[config.mk]
export PLATFORM = sky130hd
export DESIGN_NAME = sgm_queue
export DESIGN_NICKNAME = d
export VERILOG_FILES = /design/src/hdl/sgm_pkg.sv /design/src/hdl/sgm_queue.sv
export SDC_FILE = /design/constraint.sdc
export NUM_CORES = 1
export LEC_CHECK = 0
export BUFFER_PORTS_ARGS = -buffer_cell sky130_fd_sc_hd__clkbuf_2
export CORE_AREA = 2 2 173 175
export CTS_BUF_LIST = sky130_fd_sc_hd__clkbuf_16
export DETAILED_ROUTE_END_ITERATION = 8
export DIE_AREA = 0 0 175 177
export GPL_TIMING_DRIVEN = 1
export PLACE_DENSITY_LB_ADDON = 0.08
export SLEW_MARGIN = 20
export SYNTH_ARGS = -nofsm -noshare
export SYNTH_HDL_FRONTEND = slang
export SYNTH_SLANG_ARGS = --single-unit
[constraint.sdc]
create_clock -name clk_i -period 2.8 [get_ports clk_i]
set_input_delay 0.28 -clock clk_i [delete_from_list [all_inputs] [get_ports clk_i]]
set_output_delay 0.28 -clock clk_i [all_outputs]
set_load 0.02 [all_outputs]
[src/hdl/sgm_pkg.sv]
// Package for the Sobel gradient magnitude/direction core.
// Types and constants shared by the front end, back end and top level.
package sgm_pkg;

  localparam int unsigned SampleW = 8;
  localparam int unsigned MagW    = 11;
  localparam int unsigned DirW    = 2;
  localparam int unsigned PosW    = 11;
  localparam int unsigned ChW     = 2;
  localparam int unsigned CfgW    = 12;
  localparam int unsigned CfgIdxW = 2;
  localparam int unsigned RowLimit = 2048;

  // Line store geometry: widest row and most interleaved channels
  localparam int unsigned MaxColumns  = 2048;
  localparam int unsigned MaxChannels = 4;

  // Configuration register indexes
  localparam logic [CfgIdxW-1:0] CfgColumns  = 2'd0;
  localparam logic [CfgIdxW-1:0] CfgRows     = 2'd1;
  localparam logic [CfgIdxW-1:0] CfgChannels = 2'd2;

  // Q16 tangents of 22.5 and 67.5 degrees
  localparam logic [17:0] TanLowQ16  = 18'd27146;
  localparam logic [17:0] TanHighQ16 = 18'd158218;

  // Direction codes
  localparam logic [DirW-1:0] Dir0   = 2'd0;
  localparam logic [DirW-1:0] Dir45  = 2'd1;
  localparam logic [DirW-1:0] Dir90  = 2'd2;
  localparam logic [DirW-1:0] Dir135 = 2'd3;

  // One gradient job: nine window taps already placed, plus position
  typedef struct packed {
    logic [8:0][SampleW-1:0] taps;  // [row*3+col], row 0 top, col 0 left
    logic [PosW-1:0]         row;
    logic [PosW-1:0]         col;
    logic [ChW-1:0]          ch;
    logic                    last;
  } sgm_job_t;

  typedef struct packed {
    logic [MagW-1:0] magnitude;
    logic [DirW-1:0] direction;
    logic [PosW-1:0] out_row;
    logic [PosW-1:0] out_column;
    logic [ChW-1:0]  out_channel;
    logic            last_of_run;
  } sgm_result_t;

  // Back-end state machine
  typedef enum logic [1:0] {
    BeIdle,
    BeSqrt,
    BeDir,
    BeOut
  } sgm_be_state_e;

endpackage

[src/hdl/sgm_queue.sv]
// Short job queue between front end and back end.
// Depends on sgm_pkg for the job type.
module sgm_queue #(
  parameter int unsigned Depth = 4
) (
  input  logic              clk_i,
  input  logic              rst_ni,
  input  logic              wr_valid_i,
  output logic              wr_ready_o,
  input  sgm_pkg::sgm_job_t wr_data_i,
  output logic              rd_valid_o,
  input  logic              rd_ready_i,
  output sgm_pkg::sgm_job_t rd_data_o
);
  import sgm_pkg::*;

  localparam int unsigned PtrW = $clog2(Depth);

  sgm_job_t        buf_q [Depth];
  logic [PtrW-1:0] wp_q, rp_q;
  logic [PtrW:0]   cnt_q;
  logic            wr, rd;

  assign wr_ready_o = cnt_q != (PtrW+1)'(Depth);
  assign rd_valid_o = cnt_q != '0;
  assign wr = wr_valid_i && wr_ready_o;
  assign rd = rd_valid_o && rd_ready_i;
  assign rd_data_o = buf_q[rp_q];

  always_ff @(posedge clk_i) begin
    if (wr) buf_q[wp_q] <= wr_data_i;
  end

  // Pointers wrap at Depth
  always_ff @(posedge clk_i or negedge rst_ni) begin
    if (!rst_ni) begin
      wp_q <= '0;
      rp_q <= '0;
      cnt_q <= '0;
    end else begin
      if (wr) wp_q <= (wp_q == PtrW'(Depth-1)) ? '0 : wp_q + PtrW'(1);
      if (rd) rp_q <= (rp_q == PtrW'(Depth-1)) ? '0 : rp_q + PtrW'(1);
      cnt_q <= cnt_q + (PtrW+1)'(wr) - (PtrW+1)'(rd);
    end
  end

endmodule

==> impl_results.md <==
* Slew @ Worst Pin at 0.827 ns
* RSZ-0062 raised after global routing: false
* I/O pin cnt at 200
* IO buf count at 199
* Status: finished, final reports clean
* Setup TNS at 0 ns
* Detail Placement HPWL at 16,100 um
* CTS tree: done
* Layout Cells excl Fill at 1,305
* Commonest cells after routing, fill and taps aside: edfxtp_1, clkbuf_2, dlygate4sd3_1
* Final setup fails at 0
* Minimum clock period at 2.45 ns
* Vias in the first global route at 7,514
* Worst slew margin at 44.9%
* Worst clock skew at 0.00875 ns
* Core area at 29,200 sq um
* Wire per inst at 20.9 um
* Lkg Pwr at 6.44 nW
* Clk root buf: clkbuf_16
* Final hold vios at 0
* Pin count of the biggest net entering global routing at 52
* Std-Cell Rows at 63
* Yosys warns at 0
* Drt pass-1 iters at 4
* Commonest non-fill, non-tap cell in the layout: edfxtp_1
* First-pass GRT wire length at 42,300 um
* Die Wd at 175 um
* Syn_nets at 654
* Post-detailed-route count of antenna-violating nets at 0
* Die area at 31,000 sq um
* Maxcap violations at 0
* CTS Buffer Depth at 3
* GPL Wtd Cong at 0.737
* IR drop worst, VDD at 0.637 mV
* Placed insts at 1,130
* Share of cells above drive strength 1 at 41.9%
* Synth Instances at 545
* Starting DRC count in detailed routing at 370
* Worst path arrival time at 2.17 ns
* CP max stage delay at 0.71 ns
* Netlist cell types at 19
* Initial antenna violation count at 1
* Clk pin slew, worst setup/hold paths at 0.06 ns
* Seq/Total Area, Yosys at 82.1%
* Largest cells by area after synthesis: edfxtp_1, mux4_2, dfrtp_1
* GRT Residual Overflow at 0
* Element type at the critical path end: primary output
* Max FO, Critical Path at 26
* Slowest CP cell: dfrtp_4
* Die span in y at 177 um
* CTS Sinks at 395
* Yosys reg bits at 395
* Cell accounting for the most synthesized area: edfxtp_1
* Yosys top cell area share at 80.9%
* CP startpoint kind: flip-flop
* Drt drc at 0
* Crit path kind: reg2out
* Post-Syn Area at 14,400 sq um
* Worst EP required at 2.52 ns
* Crit-path cells: buf_4, mux4_2, clkbuf_2
* TritonCTS Buffers at 41
* Worst Hold Class: in2async
* Final max-slew violation count at 0
* Htree depth at 2
* Buffers and inverters on the worst path at 2
* Pwr dens at 1070 nW/um^2
* Final WL at 27,300 um
* Via density at 5.25
* P&R area growth vs syn at 27.3%
* Fillcell total at 2,051
* Clk_lat worst skew at 0.52 ns
* Fmax achieved at 408 MHz
* Kind of cell adding the most delay to the critical path: flip-flops
* GRT Resource Usage Total at 18.0%
* Initial core utilization at 49.3%
* Final period util at 87.5%
* # nets final at 990
* Syn Area/Cell at 26.4 sq um
* Routed vias at 6,855
[synthesized netlist by cell type]
cell      number
ha_1           7
mux4_2        97
nand2_1        1
mux2_2         2
or3b_4         1
fa_1           1
xnor2_1        2
and3_2         4
buf_6          3
and2_4         1
edfxtp_1     388
dfrtp_1        7
mux2_4         2
nor2_1         2
or3_2          1
buf_4          1
clkbuf_1       6
buf_2         12
inv_1          7
[logic make-up (layout without fill, tap and decap cells)]
group	after synthesis	after routing	synth area share [%]
xor gates and xnor gates	2	2	0.122
adders and majority gates	8	8	0.747
buffers and inverters	29	398	1.04
DFF	395	395	82.1
muxes	101	101	15.5
other	0	1	0
and+or+nand+nor	10	10	0.478
[per-layer routing]
metal  part of all wire [%]  track usage [%]  vias up
li1                       -                -     3035
met1                     41             22.7     3591
met2                     52             31.7      189
met3                    5.3             3.89       40
met4                    1.9             5.00        0
met5                      0                0        -
[where the power goes]
part           total, W  switching, W  leakage (nW)  internal [W]
Sequential      0.00816      0.000349          3.63       0.00781
Combinational   0.00615       0.00360          2.12       0.00255
Clock           0.00536       0.00212         0.692       0.00324
[worst register-to-register path, delay by kind of cell, from the launching register on]
kind          cells  cell delay (ns)
xor+xnor          2             0.32
flops             1             0.43
fa+ha+maj         3             0.81
simple gates      2             0.63
buf+inv           3             0.18
[through the flow]
stage	instance area [sq um]	total power (W)	setup WS (ns)	utilization, %	hold slack, ns
2_1_floorplan	14400	0.0124	0.418	-	-0.0156
3_3_place_gp	16000	0.0144	0.451	54.7	0.126
3_5_place_dp	16000	0.0145	0.340	54.7	0.134
4_1_cts	18300	0.0200	0.270	62.7	0.123
5_1_grt	18300	0.0206	0.214	62.7	0.155
6_report	18300	0.0197	0.350	62.7	0.152
[state kept, by name, summed over array words and instances (netlist names)]
name	flops
buf_q	388
cnt_q	3
rp_q	2
wp_q	2
[worst paths after layout]
check	start	slack, ns	depth (start not counted)	end
hold reg to reg	cnt_q[2]	0.52	1	cnt_q[2]
hold / removal	rst_ni	0.15	2	cnt_q[2]
setup / recovery	rp_q[1]	0.35	3	rd_data_o[37]
min in group clk_i	rd_ready_i	0.15	3	rp_q[0]
max in group asynchronous	rst_ni	2.45	2	rp_q[1]
setup reg to reg	cnt_q[1]	0.36	10	cnt_q[2]
[cell type report]
class | instances | area [sq um] | share of cell area [%]
inverters | 7 | 26.3 | 0.143
clock inverters | 33 | 283 | 1.54
repair buffers | 315 | 2190 | 11.9
multi-input cells | 121 | 2450 | 13.3
diodes | 1 | 2.50 | 0.0136
clock buffers | 43 | 1080 | 5.87
flip-flops and latches | 395 | 11800 | 64.5
well taps | 390 | 488 | 2.66
[repair_timing]
item | CTS | global route
buffers inserted | 0 | 0
hold buffers | 98 | 0
endpoints found under the hold margin | 395 | 0
resized for setup | 0 | 0
Power figures use the tool's default switching activity.
