### config.mk
export PLATFORM = sky130hd
export DESIGN_NAME = sgm_back
export DESIGN_NICKNAME = d
export VERILOG_FILES = /design/src/hdl/sgm_pkg.sv /design/src/hdl/sgm_back.sv
export SDC_FILE = /design/constraint.sdc
export NUM_CORES = 1
export LEC_CHECK = 0
export ABC_AREA = 1
export ABC_CLOCK_PERIOD_IN_PS = 15600
export BUFFER_PORTS_ARGS = -buffer_cell sky130_fd_sc_hd__buf_2
export CAP_MARGIN = 5
export CORE_UTILIZATION = 45
export CTS_CLUSTER_DIAMETER = 120
export CTS_CLUSTER_SIZE = 28
export DETAILED_ROUTE_END_ITERATION = 10
export GPL_ROUTABILITY_DRIVEN = 0
export PLACE_DENSITY = 0.66
export SLEW_MARGIN = 20
export SYNTH_ARGS = -nofsm -noshare
export SYNTH_HDL_FRONTEND = slang
export SYNTH_SLANG_ARGS = --single-unit
### constraint.sdc
create_clock -name clk_i -period 15.6 [get_ports clk_i]
set_input_delay 3.12 -clock clk_i [delete_from_list [all_inputs] [get_ports clk_i]]
set_output_delay 3.12 -clock clk_i [all_outputs]
set_load 0.01 [all_outputs]
### src/hdl/sgm_pkg.sv
// Package for the Sobel gradient magnitude/direction core.
// Types and constants shared by the front end, back end and top level.
package sgm_pkg;

  localparam int unsigned SampleW = 8;
  localparam int unsigned MagW    = 11;
  localparam int unsigned DirW    = 2;
  localparam int unsigned PosW    = 11;
  localparam int unsigned ChW     = 2;
  localparam int unsigned CfgW    = 12;
  localparam int unsigned CfgIdxW = 2;
  localparam int unsigned RowLimit = 2048;

  // Line store geometry: widest row and most interleaved channels
  localparam int unsigned MaxColumns  = 2048;
  localparam int unsigned MaxChannels = 4;

  // Configuration register indexes
  localparam logic [CfgIdxW-1:0] CfgColumns  = 2'd0;
  localparam logic [CfgIdxW-1:0] CfgRows     = 2'd1;
  localparam logic [CfgIdxW-1:0] CfgChannels = 2'd2;

  // Q16 tangents of 22.5 and 67.5 degrees
  localparam logic [17:0] TanLowQ16  = 18'd27146;
  localparam logic [17:0] TanHighQ16 = 18'd158218;

  // Direction codes
  localparam logic [DirW-1:0] Dir0   = 2'd0;
  localparam logic [DirW-1:0] Dir45  = 2'd1;
  localparam logic [DirW-1:0] Dir90  = 2'd2;
  localparam logic [DirW-1:0] Dir135 = 2'd3;

  // One gradient job: nine window taps already placed, plus position
  typedef struct packed {
    logic [8:0][SampleW-1:0] taps;  // [row*3+col], row 0 top, col 0 left
    logic [PosW-1:0]         row;
    logic [PosW-1:0]         col;
    logic [ChW-1:0]          ch;
    logic                    last;
  } sgm_job_t;

  typedef struct packed {
    logic [MagW-1:0] magnitude;
    logic [DirW-1:0] direction;
    logic [PosW-1:0] out_row;
    logic [PosW-1:0] out_column;
    logic [ChW-1:0]  out_channel;
    logic            last_of_run;
  } sgm_result_t;

  // Back-end state machine
  typedef enum logic [1:0] {
    BeIdle,
    BeSqrt,
    BeDir,
    BeOut
  } sgm_be_state_e;

endpackage

### src/hdl/sgm_back.sv
// Back end: Sobel sums, iterative square root, direction test, result register.
// Depends on sgm_pkg.
module sgm_back (
  input  logic                  clk_i,
  input  logic                  rst_ni,
  input  logic                  job_valid_i,
  output logic                  job_ready_o,
  input  sgm_pkg::sgm_job_t     job_i,
  output logic                  res_valid_o,
  input  logic                  res_ready_i,
  output sgm_pkg::sgm_result_t  res_o
);
  import sgm_pkg::*;

  sgm_be_state_e state_q, state_d;

  logic signed [10:0] gx_q, gy_q;
  logic [20:0] rem_q;       // radicand remainder
  logic [10:0] root_q;
  logic [3:0]  step_q;      // 11 root bits, one per cycle
  logic [PosW-1:0] row_q, col_q;
  logic [ChW-1:0]  ch_q;
  logic            last_q;
  logic [35:0] ay_q, lo_q, hi_q;
  logic        neg_q, gy0_q, gx0_q;
  sgm_result_t out_q;
  logic        out_valid_q;

  // Sobel sums from the selected taps
  logic signed [10:0] gx, gy;
  always_comb begin
    gx = 11'(signed'({3'b0, job_i.taps[2]})) - 11'(signed'({3'b0, job_i.taps[0]}))
       + 11'(signed'({2'b0, job_i.taps[5], 1'b0})) - 11'(signed'({2'b0, job_i.taps[3], 1'b0}))
       + 11'(signed'({3'b0, job_i.taps[8]})) - 11'(signed'({3'b0, job_i.taps[6]}));
    gy = 11'(signed'({3'b0, job_i.taps[0]})) + 11'(signed'({2'b0, job_i.taps[1], 1'b0}))
       + 11'(signed'({3'b0, job_i.taps[2]})) - 11'(signed'({3'b0, job_i.taps[6]}))
       - 11'(signed'({2'b0, job_i.taps[7], 1'b0})) - 11'(signed'({3'b0, job_i.taps[8]}));
  end

  // Sum of squares; the radicand is registered for the root loop
  logic signed [21:0] gx2, gy2;
  logic [20:0] sq;
  assign gx2 = 22'(gx) * 22'(gx);
  assign gy2 = 22'(gy) * 22'(gy);
  assign sq  = 21'(gx2 + gy2);

  // One root bit per cycle (restoring)
  logic [10:0] trial;
  logic [21:0] tsq;
  assign trial = root_q | (11'd1 << step_q);
  assign tsq   = 22'(trial) * 22'(trial);

  // Folded direction operands
  logic signed [10:0] fx, fy;
  logic [10:0] ax;
  assign fx = gy_q[10] ? -gx_q : gx_q;
  assign fy = gy_q[10] ? -gy_q : gy_q;
  assign ax = fx[10] ? 11'(-fx) : 11'(fx);

  logic [1:0] dir;
  always_comb begin
    priority if (gy0_q)    dir = Dir0;
    else if (gx0_q)        dir = Dir90;
    else if (!neg_q) begin
      if (ay_q < lo_q)      dir = Dir0;
      else if (ay_q < hi_q) dir = Dir45;
      else                  dir = Dir90;
    end else begin
      if (ay_q <= lo_q)      dir = Dir0;
      else if (ay_q <= hi_q) dir = Dir135;
      else                   dir = Dir90;
    end
  end

  // Next state
  always_comb begin
    state_d = state_q;
    unique case (state_q)
      BeIdle: if (job_valid_i) state_d = BeSqrt;
      BeSqrt: if (step_q == 4'd0) state_d = BeDir;
      BeDir:  state_d = BeOut;
      BeOut:  if (!out_valid_q || res_ready_i) state_d = BeIdle;
      default: state_d = BeIdle;
    endcase
  end

  // Outputs
  always_comb begin
    job_ready_o = (state_q == BeIdle);
  end

  always_ff @(posedge clk_i or negedge rst_ni) begin
    if (!rst_ni) begin
      state_q <= BeIdle;
      out_valid_q <= 1'b0;
    end else begin
      state_q <= state_d;
      if (state_q == BeOut && (!out_valid_q || res_ready_i)) out_valid_q <= 1'b1;
      else if (res_ready_i) out_valid_q <= 1'b0;
    end
  end

  always_ff @(posedge clk_i) begin
    unique case (state_q)
      BeIdle: if (job_valid_i) begin
        gx_q <= gx; gy_q <= gy;
        rem_q <= sq; root_q <= '0; step_q <= 4'd10;
        row_q <= job_i.row; col_q <= job_i.col;
        ch_q <= job_i.ch; last_q <= job_i.last;
      end
      BeSqrt: begin
        if ({1'b0, rem_q} >= tsq) root_q <= trial;
        if (step_q != 4'd0) step_q <= step_q - 4'd1;
        ay_q  <= {10'd0, fy[9:0], 16'd0};
        lo_q  <= 36'(ax) * 36'(TanLowQ16);
        hi_q  <= 36'(ax) * 36'(TanHighQ16);
        neg_q <= fx[10];
        gy0_q <= (fy == 11'sd0);
        gx0_q <= (fx == 11'sd0);
      end
      BeDir: ;
      BeOut: if (!out_valid_q || res_ready_i) begin
        out_q.magnitude   <= root_q;
        out_q.direction   <= dir;
        out_q.out_row     <= row_q;
        out_q.out_column  <= col_q;
        out_q.out_channel <= ch_q;
        out_q.last_of_run <= last_q;
      end
      default: ;
    endcase
  end

  assign res_valid_o = out_valid_q;
  assign res_o = out_q;

endmodule

==> results.json <==
{
  "core.rowCount": 85,
  "io_pins": 141,
  "whs_path_depth": 0,
  "cts.sinks": 174,
  "hold_class": "reg2reg",
  "clkTransAtPathRegs_ps": 70,
  "end_kind": "flop",
  "period_minus_slack_ps": 12610,
  "ys_warn_count": 0,
  "async_flop_share": 0.0172,
  "final_area_sq_um": 26800,
  "cp_max_fo": 15,
  "cts_setup_buffers": 0,
  "diodes": 0,
  "clock_insertion_delay_worst_skew_ps": 440,
  "syn_area_per_cell_sq_um": 9.58,
  "r2r-end": "root_q[3]",
  "worst-path-stages": 43,
  "routed_wl_microns": 50800,
  "synth_area_sq_um": 24700,
  "cts_resized": 0,
  "finalNetCount": 3530,
  "firstDrtPassIters": 5,
  "grt_max_degree": 69,
  "max_stage_delay_ps": 630,
  "required_ps": 15780,
  "path_common_cell": "inv_1",
  "worstSetupStartpointType": "input pin",
  "crit_buf_inv": 11,
  "synth.distinct_cells": 58,
  "min_from": "row_q[9]",
  "worst_slack_ps": 2990,
  "io_buffers": 132,
  "ys_seq_area_frac": 0.211,
  "die_h_microns": 236,
  "reg2regPathDepth": 35,
  "drv_slew": 0,
  "htree_levels": 4,
  "drcViolationCount": 0,
  "syn-num-nets": 3382,
  "worstHoldEndpoint": "res_o[23]",
  "place_area_sq_um": 26200,
  "initial_core_util": 0.457,
  "clock_skew_ps": 12.6,
  "timing.fmax_ghz": 0.0793,
  "cts_tree": "built",
  "worstSetupPathType": "in2reg",
  "max_cap_viol_count": 0,
  "slew-limit-headroom": 0.349,
  "antenna_found_initial": 1,
  "reg2reg_from": "step_q[2]",
  "track_usage": 0.195,
  "vias": 17000,
  "hold_buffers": 0,
  "fin_cells": 3433,
  "drive_gt1_frac": 0.0859,
  "grt_overflow": 0,
  "status": "completed",
  "ant_nets": 0,
  "drt_iter0_drc": 801,
  "worstPathArrival_ps": 12790,
  "setup_tns_ps": 0,
  "synth_edf_count": 171,
  "cts_made_buffers": 17,
  "pre_cts_ws_ps": 2520,
  "die_x_microns": 236,
  "wl_per_cell_microns": 14.8,
  "areaGrowthSynthToFinish_pct": 8.84,
  "crit_slowest_cell": "fa_1",
  "finalSetupViolations": 0,
  "clockBufferDepth": 2,
  "tightest_slew_ps": 973,
  "coreArea_sq_um": 54000,
  "hold_violations": 0,
  "grt_pass1_wl_microns": 87900,
  "crit_family": "adder cells",
  "reg2reg_slack_ps": 6930,
  "clockRootBuffer": "clkbuf_16",
  "ys_ff_latch": 174,
  "dp.cells": 3401,
  "place_hpwl_microns": 44100,
  "die_area_sq_um": 55800,
  "finalCritPeriodShare": 0.808,
  "avgViaCountPerCell": 4.95,
  "synth-main-ff-cell": "edfxtp_1",
  "syn_inst": 2576,
  "grt_pass1_vias": 18600,
  "rsz0062_at_grt": "false"
}
cell usage in the layout, fill, tap and decap left out, types with 6 or more instances in the layout:
cell         n
fa_1       377
nand2_1    306
buf_4        8
nand2_2     11
nand3_1     46
nor2_1     179
inv_1      699
inv_2       14
nand4_1     12
buf_2      132
a21oi_1    107
o21a_1       7
nor3_1      18
clkbuf_16   17
a31oi_1     10
ha_1       327
clkinv_1    13
nor4_1       8
o21ai_1      6
o21ai_2      6
xor2_1      77
or2_2        9
o31ai_1      6
o21ai_0     45
edfxtp_1   171
a21o_1       7
xnor2_1     50
worst max-delay path by stage:
stage	start	slack, ps	endpoint
after floorplan	job_i[41]	3640	rem_q[19]
after global placement	job_i[41]	2610	rem_q[19]
after detailed placement	job_i[41]	2520	rem_q[19]
after CTS	job_i[41]	2950	rem_q[19]
after global routing	job_i[41]	2250	rem_q[19]
final	job_i[41]	2990	rem_q[19]
per-stage QoR:
| step | hold slack, ps | util |
|---|---|---|
| floorplan | 400 | - |
| global placement | 400 | 0.485 |
| detailed placement | 405 | 0.486 |
| CTS | 417 | 0.497 |
| global route | 422 | 0.497 |
| finish | 418 | 0.497 |
cell type report:
type | instances | area [sq um]
Clock buffer | 17 | 425
Clock inverter | 15 | 175
Fill cell | 5003 | 27200
Inverter | 725 | 2720
Multi-Input combinational cell | 1665 | 16700
Sequential cell | 174 | 5210
Tap cell | 696 | 871
Timing Repair Buffer | 141 | 748
metal layers:
| layer | up-vias | track usage | routed length, microns |
|---|---|---|---|
| li1 | 8219 | - | - |
| met1 | 8333 | 0.251 | 22300 |
| met2 | 388 | 0.346 | 25100 |
| met3 | 53 | 0.0261 | 2410 |
| met4 | 2 | 0.0495 | 945 |
| met5 | - | 0 | 13 |
logic make-up (layout without fill, tap and decap cells):
kind of cell | count (synthesis) | after routing | synth area share
compound gates | 222 | 222 | 0.0532
xor+xnor | 130 | 130 | 0.0471
fa+ha+maj | 705 | 705 | 0.472
buf+inv | 737 | 898 | 0.113
flops | 174 | 174 | 0.211
simple gates | 608 | 608 | 0.104
synthesized netlist by cell type (4+ instances only):
library cell / count / area share
nor3_1: 18 / 0.0037
ha_1: 328 / 0.17
a31oi_1: 10 / 0.0025
nor4_1: 8 / 0.0020
or2_2: 9 / 0.0023
o21bai_1: 4 / 0.0012
clkbuf_1: 7 / 0.0011
edfxtp_1: 171 / 0.21
xnor2_1: 50 / 0.018
o21ai_1: 6 / 0.0012
fa_1: 377 / 0.31
clkinv_1: 12 / 0.0018
inv_2: 13 / 0.0020
nand3_1: 46 / 0.0093
o21ai_2: 6 / 0.0021
nand4_1: 12 / 0.0030
o31ai_1: 6 / 0.0018
nand2_2: 11 / 0.0028
nand2_1: 306 / 0.047
nor2_1: 179 / 0.027
o21a_1: 7 / 0.0021
a21o_1: 7 / 0.0021
inv_1: 700 / 0.11
a21oi_1: 109 / 0.022
xor2_1: 77 / 0.027
buf_2: 4 / 0.00081
o21ai_0: 45 / 0.0091
state kept, by name, indices dropped and copies added, names as in the netlist:
signal / cells
root_q: 11
neg_q: 1
row_q: 11
gy0_q: 1
gx_q: 11
col_q: 11
last_q: 1
ch_q: 2
hi_q: 28
step_q: 4
rem_q: 21
lo_q: 9
gx0_q: 1
gy_q: 11
res_o: 38
res_valid_o: 1
ay_q: 10
state_q: 2
Power is not shown: default switching activity piles up to over one toggle a cycle in this logic, so the estimate is an artifact.
